<file path="src/rtl/core/assert_macros.svh">
// ----------------------------------------------------------------------------
// assert_macros.svh
// concurrent assertion helpers, clocked on clk, held off during arst_n
// ----------------------------------------------------------------------------
`ifndef ASSERT_MACROS_SVH
`define ASSERT_MACROS_SVH

`ifndef SYNTH
`define ASSERT_IMPLY(lbl, ante, cons, msg) \
	lbl: assert property (@(posedge clk) disable iff (!arst_n) (ante) |-> (cons)) \
		else $error(msg);
`define ASSERT_NEVER(lbl, cond, msg) \
	lbl: assert property (@(posedge clk) disable iff (!arst_n) !(cond)) \
		else $error(msg);
`else
`define ASSERT_IMPLY(lbl, ante, cons, msg)
`define ASSERT_NEVER(lbl, cond, msg)
`endif

`endif

</file>
<file path="src/rtl/core/psc_pkg.sv">
// ----------------------------------------------------------------------------
// psc_pkg
// shared types and constants of the page slot cache
// ----------------------------------------------------------------------------
package psc_pkg;

	localparam int SLOTS_DEF          = 4;
	localparam int CHUNK_BYTES_DEF    = 128;
	localparam int PAGE_BYTES_MAX_DEF = 8192;

	localparam int CFG_W    = 14;
	localparam int PB_W     = 17;
	localparam int OFF_W    = 21;
	localparam int PAGE_W   = 15;
	localparam int CIDX_W   = 10;
	localparam int CLEN_W   = 11;
	localparam int SEEN_W   = 11;
	localparam int SIDX_O_W = 4;
	localparam int WOFF_W   = 13;

	typedef enum logic [1:0] {
		MODE_LOOKUP = 2'd0,
		MODE_ALLOC  = 2'd1,
		MODE_CHUNK  = 2'd2,
		MODE_EVICT  = 2'd3
	} mode_t;

	localparam logic [1:0] STATUS_OK    = 2'd0;
	localparam logic [1:0] STATUS_MISS  = 2'd1;
	localparam logic [1:0] STATUS_RANGE = 2'd2;

	typedef struct packed {
		mode_t               mode;
		logic [PAGE_W-1:0]   page;
		logic [CIDX_W-1:0]   ctot;
		logic [WOFF_W-1:0]   woff;
		logic [CLEN_W-1:0]   wlen;
		logic                beyond;
		logic                unconf;
	} item_t;

	typedef struct packed {
		logic [PAGE_W-1:0] page;
		logic              ready;
		logic              loading;
		logic [SEEN_W-1:0] seen;
	} entry_t;

	typedef struct packed {
		logic [1:0]          status;
		logic                hit;
		logic [SIDX_O_W-1:0] slot_index;
		logic                clear_slot;
		logic [WOFF_W-1:0]   write_offset;
		logic [CLEN_W-1:0]   write_bytes;
		logic                page_complete;
		logic                ready_res;
		logic                loading;
	} res_t;

endpackage

</file>
<file path="src/rtl/core/psc_front.sv">
// ----------------------------------------------------------------------------
// psc_front
// holds the page size register and classifies each incoming beat
// ----------------------------------------------------------------------------
module psc_front #(
	parameter int CHUNK_BYTES    = psc_pkg::CHUNK_BYTES_DEF,
	parameter int PAGE_BYTES_MAX = psc_pkg::PAGE_BYTES_MAX_DEF
) (
	input  logic                        clk,
	input  logic                        arst_n,
	input  logic                        cfg_we,
	input  logic [psc_pkg::CFG_W-1:0]   cfg_wdata,
	input  logic [1:0]                  mode,
	input  logic [psc_pkg::PAGE_W-1:0]  page_id,
	input  logic [psc_pkg::CIDX_W-1:0]  chunk_index,
	input  logic [psc_pkg::CIDX_W-1:0]  chunk_total,
	input  logic [psc_pkg::CLEN_W-1:0]  chunk_len,
	output psc_pkg::item_t              item
);

	logic [psc_pkg::PB_W-1:0]  page_bytes_q;
	logic [psc_pkg::PB_W-1:0]  cfg_ext;
	logic [psc_pkg::OFF_W-1:0] off;
	logic [psc_pkg::PB_W-1:0]  cap;
	logic                      beyond;

	assign cfg_ext = psc_pkg::PB_W'(cfg_wdata);

	always_ff @(posedge clk or negedge arst_n) begin
		if (!arst_n) begin
			page_bytes_q <= '0;
		end else if (cfg_we) begin
			if (cfg_ext > psc_pkg::PB_W'(PAGE_BYTES_MAX)) begin
				page_bytes_q <= psc_pkg::PB_W'(PAGE_BYTES_MAX);
			end else begin
				page_bytes_q <= cfg_ext;
			end
		end
	end

	assign off    = psc_pkg::OFF_W'(chunk_index) * psc_pkg::OFF_W'(CHUNK_BYTES);
	assign beyond = off >= psc_pkg::OFF_W'(page_bytes_q);
	assign cap    = page_bytes_q - off[psc_pkg::PB_W-1:0];

	always_comb begin
		item        = '0;
		item.mode   = psc_pkg::mode_t'(mode);
		item.page   = page_id;
		item.ctot   = chunk_total;
		item.beyond = beyond;
		item.unconf = (page_bytes_q == '0);
		if (!beyond) begin
			item.woff = off[psc_pkg::WOFF_W-1:0];
			if (psc_pkg::PB_W'(chunk_len) < cap) begin
				item.wlen = chunk_len;
			end else begin
				item.wlen = cap[psc_pkg::CLEN_W-1:0];
			end
		end
	end

endmodule

</file>
<file path="src/rtl/core/psc_queue.sv">
// ----------------------------------------------------------------------------
// psc_queue
// two-entry queue of classified beats between front and back
// ----------------------------------------------------------------------------
module psc_queue (
	input  logic           clk,
	input  logic           arst_n,
	input  logic           push,
	input  psc_pkg::item_t din,
	input  logic           pop,
	output psc_pkg::item_t dout,
	output logic           full,
	output logic           empty
);

	psc_pkg::item_t mem_q [2];
	logic           wr_ptr_q;
	logic           rd_ptr_q;
	logic [1:0]     count_q;

	assign full  = (count_q == 2'd2);
	assign empty = (count_q == 2'd0);
	assign dout  = mem_q[rd_ptr_q];

	always_ff @(posedge clk or negedge arst_n) begin
		if (!arst_n) begin
			wr_ptr_q <= 1'b0;
			rd_ptr_q <= 1'b0;
			count_q  <= '0;
		end else begin
			if (push) begin
				wr_ptr_q <= ~wr_ptr_q;
			end
			if (pop) begin
				rd_ptr_q <= ~rd_ptr_q;
			end
			if (push && !pop) begin
				count_q <= count_q + 2'd1;
			end else if (pop && !push) begin
				count_q <= count_q - 2'd1;
			end
		end
	end

	always_ff @(posedge clk) begin
		if (push) begin
			mem_q[wr_ptr_q] <= din;
		end
	end

endmodule

</file>
<file path="src/rtl/core/psc_back.sv">
// ----------------------------------------------------------------------------
// psc_back
// scans the slots one per cycle, then carries out the beat and drives the result
// ----------------------------------------------------------------------------
module psc_back #(
	parameter int SLOTS = psc_pkg::SLOTS_DEF
) (
	input  logic           clk,
	input  logic           arst_n,
	input  logic           cfg_we,
	input  logic           q_empty,
	input  psc_pkg::item_t q_head,
	output logic           q_pop,
	output logic           res_valid,
	output psc_pkg::res_t  res
);

	localparam int SIDX_W = (SLOTS > 1) ? $clog2(SLOTS) : 1;

	typedef enum logic [2:0] {
		BK_IDLE = 3'b001,
		BK_SCAN = 3'b010,
		BK_EXEC = 3'b100
	} bk_state_t;

	bk_state_t                   state_q;
	logic [SLOTS-1:0]            slot_valid_q;
	psc_pkg::entry_t             slot_q [SLOTS];

	psc_pkg::item_t              cur_q;
	logic [SIDX_W-1:0]           idx_q;
	logic                        found_q;
	logic [SIDX_W-1:0]           found_idx_q;
	psc_pkg::entry_t             fnd_q;
	logic                        empty_q;
	logic [SIDX_W-1:0]           empty_idx_q;
	logic [psc_pkg::PAGE_W-1:0]  best_d_q;
	logic [SIDX_W-1:0]           best_idx_q;

	psc_pkg::res_t               res_q;
	logic                        res_valid_q;

	psc_pkg::entry_t             rd;
	logic [psc_pkg::PAGE_W-1:0]  page_gap;
	logic                        last;

	psc_pkg::res_t               nxt;
	logic                        wr_en;
	logic [SIDX_W-1:0]           wr_idx;
	psc_pkg::entry_t             wr_entry;
	logic                        set_v;
	logic                        clr_v;
	logic [psc_pkg::SEEN_W-1:0]  seen_n;

	assign rd       = slot_q[idx_q];
	assign page_gap = (rd.page > cur_q.page) ? (rd.page - cur_q.page) : (cur_q.page - rd.page);
	assign last     = (idx_q == SIDX_W'(SLOTS - 1));
	assign q_pop    = !q_empty && (state_q == BK_IDLE || state_q == BK_EXEC);

	assign seen_n = (fnd_q.seen == '1) ? fnd_q.seen : (fnd_q.seen + 1'b1);

	always_comb begin
		nxt      = '0;
		wr_en    = 1'b0;
		wr_idx   = found_idx_q;
		wr_entry = fnd_q;
		set_v    = 1'b0;
		clr_v    = 1'b0;
		nxt.hit  = found_q;
		if (found_q) begin
			nxt.slot_index = psc_pkg::SIDX_O_W'(found_idx_q);
		end
		unique case (cur_q.mode)
			psc_pkg::MODE_LOOKUP: begin
				if (!found_q) begin
					nxt.status = psc_pkg::STATUS_MISS;
				end else begin
					nxt.ready_res = fnd_q.ready;
					nxt.loading   = fnd_q.loading;
				end
			end
			psc_pkg::MODE_ALLOC: begin
				if (cur_q.unconf) begin
					nxt.status = psc_pkg::STATUS_MISS;
				end else begin
					priority if (found_q) begin
						wr_idx = found_idx_q;
					end else if (empty_q) begin
						wr_idx = empty_idx_q;
					end else begin
						wr_idx = best_idx_q;
					end
					wr_en            = 1'b1;
					set_v            = 1'b1;
					wr_entry.page    = cur_q.page;
					wr_entry.ready   = 1'b0;
					wr_entry.loading = 1'b1;
					wr_entry.seen    = '0;
					nxt.slot_index   = psc_pkg::SIDX_O_W'(wr_idx);
					nxt.clear_slot   = 1'b1;
					nxt.loading      = 1'b1;
				end
			end
			psc_pkg::MODE_CHUNK: begin
				if (!found_q) begin
					nxt.status = psc_pkg::STATUS_MISS;
				end else if (cur_q.beyond) begin
					nxt.status    = psc_pkg::STATUS_RANGE;
					nxt.ready_res = fnd_q.ready;
					nxt.loading   = fnd_q.loading;
				end else begin
					nxt.write_offset = cur_q.woff;
					nxt.write_bytes  = cur_q.wlen;
					wr_en            = 1'b1;
					wr_entry.seen    = seen_n;
					if (seen_n >= psc_pkg::SEEN_W'(cur_q.ctot)) begin
						wr_entry.ready    = 1'b1;
						wr_entry.loading  = 1'b0;
						nxt.page_complete = 1'b1;
					end
					nxt.ready_res = wr_entry.ready;
					nxt.loading   = wr_entry.loading;
				end
			end
			psc_pkg::MODE_EVICT: begin
				if (!found_q) begin
					nxt.status = psc_pkg::STATUS_MISS;
				end else begin
					clr_v          = 1'b1;
					nxt.clear_slot = 1'b1;
				end
			end
			default: begin
				nxt.status = psc_pkg::STATUS_MISS;
			end
		endcase
	end

	always_ff @(posedge clk or negedge arst_n) begin
		if (!arst_n) begin
			state_q      <= BK_IDLE;
			slot_valid_q <= '0;
			res_valid_q  <= 1'b0;
		end else begin
			res_valid_q <= (state_q == BK_EXEC);
			unique case (state_q)
				BK_IDLE: begin
					if (q_pop) begin
						state_q <= BK_SCAN;
					end
				end
				BK_SCAN: begin
					if (last) begin
						state_q <= BK_EXEC;
					end
				end
				BK_EXEC: begin
					state_q <= q_pop ? BK_SCAN : BK_IDLE;
				end
				default: begin
					state_q <= BK_IDLE;
				end
			endcase
			if (cfg_we) begin
				slot_valid_q <= '0;
			end else if (state_q == BK_EXEC) begin
				if (set_v) begin
					slot_valid_q[wr_idx] <= 1'b1;
				end
				if (clr_v) begin
					slot_valid_q[found_idx_q] <= 1'b0;
				end
			end
		end
	end

	always_ff @(posedge clk) begin
		if (state_q == BK_EXEC) begin
			res_q <= nxt;
			if (wr_en) begin
				slot_q[wr_idx] <= wr_entry;
			end
		end
		if (q_pop) begin
			cur_q       <= q_head;
			idx_q       <= '0;
			found_q     <= 1'b0;
			found_idx_q <= '0;
			empty_q     <= 1'b0;
			empty_idx_q <= '0;
			best_d_q    <= '0;
			best_idx_q  <= '0;
		end else if (state_q == BK_SCAN) begin
			idx_q <= idx_q + 1'b1;
			if (slot_valid_q[idx_q] && rd.page == cur_q.page && !found_q) begin
				found_q     <= 1'b1;
				found_idx_q <= idx_q;
				fnd_q       <= rd;
			end
			if (!slot_valid_q[idx_q] && !empty_q) begin
				empty_q     <= 1'b1;
				empty_idx_q <= idx_q;
			end
			if (page_gap > best_d_q) begin
				best_d_q   <= page_gap;
				best_idx_q <= idx_q;
			end
		end
	end

	assign res_valid = res_valid_q;
	assign res       = res_q;

endmodule

</file>
<file path="src/rtl/core/page_slot_cache_farthest_evict.sv">
// ----------------------------------------------------------------------------
// page_slot_cache_farthest_evict
// a taken start passes the queue, the slot scan and exec; valid is registered
// the beat scans the slots one per cycle, then the exec state drives the result
// a two-beat queue lets start be taken while the scan runs; busy means it is full
// reset and every cfg_we write empty all slots; reset clears page_bytes to zero
// ----------------------------------------------------------------------------
`include "assert_macros.svh"

module page_slot_cache_farthest_evict #(
	parameter int SLOTS          = psc_pkg::SLOTS_DEF,
	parameter int CHUNK_BYTES    = psc_pkg::CHUNK_BYTES_DEF,
	parameter int PAGE_BYTES_MAX = psc_pkg::PAGE_BYTES_MAX_DEF
) (
	input  logic                          clk,
	input  logic                          arst_n,
	input  logic                          cfg_we,
	input  logic [psc_pkg::CFG_W-1:0]     cfg_wdata,
	input  logic                          start,
	output logic                          busy,
	input  logic [1:0]                    mode,
	input  logic [psc_pkg::PAGE_W-1:0]    page_id,
	input  logic [psc_pkg::CIDX_W-1:0]    chunk_index,
	input  logic [psc_pkg::CIDX_W-1:0]    chunk_total,
	input  logic [psc_pkg::CLEN_W-1:0]    chunk_len,
	output logic                          valid,
	output logic [1:0]                    status,
	output logic                          hit,
	output logic [psc_pkg::SIDX_O_W-1:0]  slot_index,
	output logic                          clear_slot,
	output logic [psc_pkg::WOFF_W-1:0]    write_offset,
	output logic [psc_pkg::CLEN_W-1:0]    write_bytes,
	output logic                          page_complete,
	output logic                          ready_res,
	output logic                          loading
);

	psc_pkg::item_t in_item;
	psc_pkg::item_t q_head;
	psc_pkg::res_t  res;
	logic           q_full;
	logic           q_empty;
	logic           q_pop;
	logic           push;

	assign busy = q_full;
	assign push = start && !q_full;

	psc_front #(
		.CHUNK_BYTES   (CHUNK_BYTES),
		.PAGE_BYTES_MAX(PAGE_BYTES_MAX)
	) u_front (
		.clk        (clk),
		.arst_n     (arst_n),
		.cfg_we     (cfg_we),
		.cfg_wdata  (cfg_wdata),
		.mode       (mode),
		.page_id    (page_id),
		.chunk_index(chunk_index),
		.chunk_total(chunk_total),
		.chunk_len  (chunk_len),
		.item       (in_item)
	);

	psc_queue u_queue (
		.clk   (clk),
		.arst_n(arst_n),
		.push  (push),
		.din   (in_item),
		.pop   (q_pop),
		.dout  (q_head),
		.full  (q_full),
		.empty (q_empty)
	);

	psc_back #(
		.SLOTS(SLOTS)
	) u_back (
		.clk      (clk),
		.arst_n   (arst_n),
		.cfg_we   (cfg_we),
		.q_empty  (q_empty),
		.q_head   (q_head),
		.q_pop    (q_pop),
		.res_valid(valid),
		.res      (res)
	);

	assign status        = res.status;
	assign hit           = res.hit;
	assign slot_index    = res.slot_index;
	assign clear_slot    = res.clear_slot;
	assign write_offset  = res.write_offset;
	assign write_bytes   = res.write_bytes;
	assign page_complete = res.page_complete;
	assign ready_res     = res.ready_res;
	assign loading       = res.loading;

	`ASSERT_NEVER(a_status_code, valid && status > psc_pkg::STATUS_RANGE, "undefined status code")
	`ASSERT_IMPLY(a_clear_ok, valid && clear_slot, status == psc_pkg::STATUS_OK && !ready_res, "clear on failed beat")
	`ASSERT_IMPLY(a_complete_flags, valid && page_complete, ready_res && !loading && hit, "complete page not ready")
	`ASSERT_NEVER(a_len_on_fail, valid && write_bytes != '0 && status != psc_pkg::STATUS_OK, "length on failed beat")

endmodule

</file>
<file path="config.mk">
export PLATFORM = sky130hd
export DESIGN_NAME = page_slot_cache_farthest_evict
export DESIGN_NICKNAME = d
export VERILOG_FILES = /design/src/rtl/core/psc_pkg.sv /design/src/rtl/core/psc_front.sv /design/src/rtl/core/psc_queue.sv /design/src/rtl/core/psc_back.sv /design/src/rtl/core/page_slot_cache_farthest_evict.sv
export VERILOG_INCLUDE_DIRS = /design/src /design/src/rtl/core
export SDC_FILE = /design/constraint.sdc
export NUM_CORES = 1
export LEC_CHECK = 0
export BUFFER_PORTS_ARGS = -buffer_cell sky130_fd_sc_hd__buf_4
export CAP_MARGIN = 20
export CORE_AREA = 3 3 171 173
export CTS_BUF_LIST = sky130_fd_sc_hd__clkbuf_8
export DETAILED_ROUTE_END_ITERATION = 6
export DIE_AREA = 0 0 174 176
export PLACE_DENSITY = 0.82
export SLEW_MARGIN = 20
export SYNTH_ARGS = -nofsm -noshare
export SYNTH_HDL_FRONTEND = slang
export SYNTH_HIERARCHICAL = 1
export SYNTH_SLANG_ARGS = --single-unit
</file>
<file path="constraint.sdc">
create_clock -name clk -period 14.9 [get_ports clk]
set_input_delay 1.49 -clock clk [delete_from_list [all_inputs] [get_ports clk]]
set_output_delay 1.49 -clock clk [all_outputs]
set_load 0.02 [all_outputs]
</file>
Word level (Yosys, flattened, before mapping)
Memory sizes are Yosys's and may differ from the RTL's. A register that Yosys moved wholly into a read port is not among the register bits.
Index checks and enable logic that the tools add are counted.
Widths: inputs -> output; s select.
Storage, ports and cells
  bits in registers: 117
  bits in writable memories: 218
  memories: 2
Memory list
  u_back.slot_q: depth 4, width 28, read ports 1, clocked after Yosys merged registers in 1, write ports 1, RTL line psc_back.sv:28  | psc_pkg::entry_t slot_q [SLOTS];
  u_queue.mem_q: depth 2, width 53, read ports 1, clocked after Yosys merged registers in 1, write ports 1, RTL line psc_queue.sv:16  | psc_pkg::item_t mem_q [2];
Operators by class
  $add $sub $neg: 7
  order comparisons: 11
  equality and inequality tests: 12
  mux-type cells: 62
  bitwise operators: 8
  reductions and logical operators: 29
Operators with widths (number)
  $mux 2: 16
  $gt 15x15->1: 2
  $mux 15: 2
  $sub 15x15->15: 2
  $mux 28: 1
  $mux 4: 7
  $mux 13: 2
  $pmux 13 s2: 1
  $mux 24: 1
  $mux 11: 2
  $ge 17x17->1: 1
  $logic_not 17->1: 1
  $lt 11x17->1: 1
  $mux 1: 17
  $sub 17x17->17: 1
  $eq 15x15->1: 1
  $gt 14x14->1 const B: 1
  $mux 14: 1
  $add 11x1->11 const B: 1
  $eq 11x11->1 const B: 1
  $ge 11x10->1: 1
  $logic_and 1x1->1: 9
  $lt 2x3->1 const B: 3
  $pmux 3 s3: 1
  28 further kinds: 53

Longest topological paths before layout
  word-level depth: 16
  mapped depth: 23

By module
Netlist, hierarchy kept.
By module, submodules not included
  psc_back: times used 1, cells an instance 877, area each 11955.2 um2, seq. area each 7528.5 um2
  psc_queue: times used 1, cells an instance 181, area each 4261.6 um2, seq. area each 3283.1 um2
  psc_front: times used 1, cells an instance 228, area each 1755.4 um2, seq. area each 350.3 um2
  page_slot_cache_farthest_evict: times used 1, cells an instance 1, area each 13.8 um2, seq. area each 0.0 um2

Worst setup path before layout
No wires, ideal clock.
  kind: register to register
  start: reg with a tool-made name
  end: reg u_back/best_d_q[1] (netlist name)
  data arrival time: 5.516 ns
  path slack: 9.174 ns
  cell stages (with the launch flop): 22
  buffers on the path: 5
  period minus slack after synthesis: 5.726 ns
  cells stage by stage: dfxtp_1 -> clkbuf_1 -> buf_1 -> mux4_2 -> ha_1 -> buf_2 -> nand4_2 -> or4_4 -> nand2_1 -> o21ai_4 -> mux2_4 -> o211ai_2 -> xnor2_1 -> ha_1 -> a21o_1 -> a21o_1 -> a221o_1 -> o21a_1 -> clkbuf_1 -> buf_2 -> mux2i_1 -> nor2_1
RTL lines
  to (signal assigned): RTL line psc_back.sv:205  | best_d_q <= page_gap;
  to (decl): RTL line psc_back.sv:37  | logic [psc_pkg::PAGE_W-1:0] best_d_q;

==> impl_metrics.csv <==
group,metric,value,unit
sta,fin_skew,21.29,ps
synth,postSynthCellCount,1287,
critical_path,crit_buf_inv,1,
placed_design,gp_congestion,0.9186,
pwr,power_density,196.7,nW/µm²
synth,ys_types,80,
placed_design,hpwlAfterDp,24660,µm
clock_tree,clock_path_buffers,3,
sta,finalHoldViolations,0,
routing,vias,10480,
sta,whs,497.7,ps
clock_tree,tritoncts,"yes",
clock_tree,root_buffer,"clkbuf_8",
critical_path,cpMaxStageDelayCell,"o21ai_4",
routing,dr.first_iter.drc_count,849,
layout,nets,1529,
sta,layout_min_cycle_time,6310,ps
critical_path,worstPathRequired,15410,ps
routing,drc,0,
critical_path,crit_path_start_kind,"flop",
routing,vias_per_cell,5.810,
synth,synth_edf_count,332,
critical_path,path_max_fanout,28,
critical_path,max_stage_delay,600,ps
critical_path,critical_path_class,"reg2reg",
grt,grt_pass1_wl,56640,µm
synth,syn_area,17990,µm²
sta,setup_viol,0,
critical_path,crit_chain,"buf_4 > mux4_2 > ha_1 > nand2_1 > o21ai_0 > a211oi_1 > o21ai_4 > nor2b_1 > nor3_1 > nor2_1 > xnor2_1 > ha_1 > nand4_1 > nor3_1 > a221o_1 > o21a_2 > nand3_1 > or3_1 > nand3_1",
die,rows,61,
sta,fmax,158.5,MHz
routing,drt_pre_antenna_iters,6,
pwr,peakVddDrop,0.1151,mV
clock_tree,cts_hold_buf,0,
sta,rsz0062_at_grt,"no",
pwr,power.leakage,7.789,nW
sta,final.setup.tns,0,ps
clock_tree,cts_setup_buffers,0,
synth,synth-main-ff-cell,"edfxtp_1",
routing,wl,35480,µm
die,die_width,174,µm
sta,slew_violations,0,
die,fp.dieH,176,µm
grt,grt_pass1_vias,10630,
routing,final_antenna_net_count,0,
worst_hold_path,worstHoldPathType,"reg2reg",
grt,antenna_found_initial,0,
clock_tree,cts.sinks,385,
sta,tightest_slew,1077,ps
clock_tree,cts_resized,0,
grt,gr-total-overflow,0,
outcome,status,"finished clean",
synth,synth_warnings,6,
routing,avgRoutedWirePerCell,19.68,µm
sta,relSlewSlack,28.20,%
clock_tree,clk_pin_slew,70,ps
die,core,27780,µm²
die,die_area,30620,µm²
synth,synth_seq_cells,385,
grt,grt_max_degree,55,
clock_tree,insertion_delay,580,ps
critical_path,critPathTopFamily,"compound AO/OA/AOI/OAI gates",
layout,area_growth,10.41,%
synth,async_reset_ff_share,6.753,%
layout,diodes,0,
layout,drive_gt1_share,21.26,%
die,num_io_pins,103,
clock_tree,cts_made_buffers,58,
grt,grtUsageTotal,23.34,%
critical_path,end_kind,"flop",
synth,ys_seq_area_share,62.06,%
sta,period_share,42.35,%
clock_tree,cts.htree.levels,2,
placed_design,portBuffers,100,
critical_path,arrival,6820,ps
die,start_util,64.74,%
synth,synth_area_per_cell,13.98,µm²
run,cap_violations,0,
-- worst paths after layout --
check	start	cells past startpoint	slack, ps	to
max in group asynchronous	arst_n	1	13770	u_back/state_q[0]
setup reg to reg	flop	19	8590	u_back/best_d_q[10]
hold / removal	u_back/best_d_q[2]	2	500	u_back/best_d_q[2]
min in group asynchronous	arst_n	1	820	u_front/page_bytes_q[13]
hold reg to reg	u_back/best_d_q[2]	2	500	u_back/best_d_q[2]
setup / recovery	flop	19	8590	u_back/best_d_q[10]
-- placed cells by master, fill, tap and decap left out, drive strengths merged, types with 20 or more instances in the layout --
cell type / netlist / layout
a21o: 22 / 22
a21oi: 61 / 61
and2: 34 / 34
buf: 58 / 108
clkbuf: 23 / 61
dfrtp: 25 / 25
dfxtp: 27 / 27
edfxtp: 332 / 332
ha: 80 / 80
inv: 92 / 119
mux2: 58 / 58
mux2i: 23 / 23
mux4: 29 / 29
nand2: 73 / 73
nand3: 21 / 21
nor2: 59 / 59
nor3: 20 / 20
o21ai: 72 / 72
xnor2: 20 / 20
-- cells by family after synthesis --
group | Yosys count | synth area share [%]
DFF | 385 | 62.06
and+or+nand+nor | 284 | 8.153
AOI/OAI and AO/OA | 215 | 7.548
buffers and inverters | 176 | 5.155
muxes | 110 | 9.586
adders and majority gates | 83 | 5.899
xor gates and xnor gates | 32 | 1.558
other | 2 | 0.04175
-- stage by stage --
stage	worst slack, ps	instance area [µm²]	utilization [%]	std cells	power, mW
finish	8590	19860	71.48	1803	3.905
global route	8150	19860	71.48	1803	4.156
CTS	8304	19860	71.48	1803	3.927
detailed placement	8344	18780	67.59	1698	3.131
global placement	8476	18780	67.59	1698	3.098
floorplan	9174	18010	-	1294	2.748
-- worst register-to-register path, cell delays in order (launching register included) --
cell and delay [ps]:
dfxtp_2 530, buf_4 450, mux4_2 600, ha_1 580
nand2_1 230, o21ai_0 370, a211oi_1 140, o21ai_4 600
nor2b_1 180, nor3_1 390, nor2_1 120, xnor2_1 140
ha_1 310, nand4_1 120, nor3_1 230, a221o_1 190
o21a_2 520, nand3_1 160, or3_1 330, nand3_1 70
-- metal layers --
layer  vias up  part of all wire, %  GRT usage, %
met5         -                    0             0
met4         0                  2.9         7.641
met3        74                  5.6         3.634
met2       338                   49         39.42
met1      5145                   42         31.54
li1       4919                    -             -
-- state kept, by name, summed over array words and instances (netlist names), 3 cells and up, named ones only --
register,flops
u_back/slot_q,112
u_queue/mem_q,106
u_back/cur_q,53
u_back/res,33
u_back/fnd_q,28
u_back/best_d_q,15
u_front/page_bytes_q,14
u_back/slot_valid_q,4
u_back/state_q,3
-- synthesized netlist by cell type (all sizes together) (7+ instances only) --
master,n,area [µm²]
nand2,73,274.0
xor2,12,105.1
a21o,22,165.2
and3,8,55.05
xnor2,20,175.2
dfrtp,25,625.6
a211oi,7,57.55
mux2,58,840.8
edfxtp,332,9970
and2,34,212.7
ha,80,1001
inv,92,345.3
dfxtp,27,540.5
o31ai,7,52.55
a21oi,61,305.3
mux2i,23,230.2
nand3,21,110.1
clkbuf,23,86.33
buf,58,469.2
nor4,7,50.05
nor2b,11,76.32
mux4,29,653.1
nor2,59,221.5
a22o,8,70.07
nand4,19,125.1
nor3,20,105.1
o21ai,72,375.4
-- final cells by class --
cell class,instances,area (µm²)
Sequential cell,385,11170
Inverter,94,352.8
Timing Repair Buffer,108,810.8
Clock inverter,44,240.2
Multi-Input combinational cell,733,5976
Fill cell,1859,7923
Clock buffer,61,839.6
Tap cell,378,473.0
-- where the power goes --
group / switching, mW / internal [mW] / total (mW)
Combinational: 0.906 / 0.655 / 1.56
Sequential: 0.118 / 1.43 / 1.55
Clock: 0.379 / 0.412 / 0.791
Total: 1.40 / 2.50 / 3.91
(Power assumes the default switching activity.)
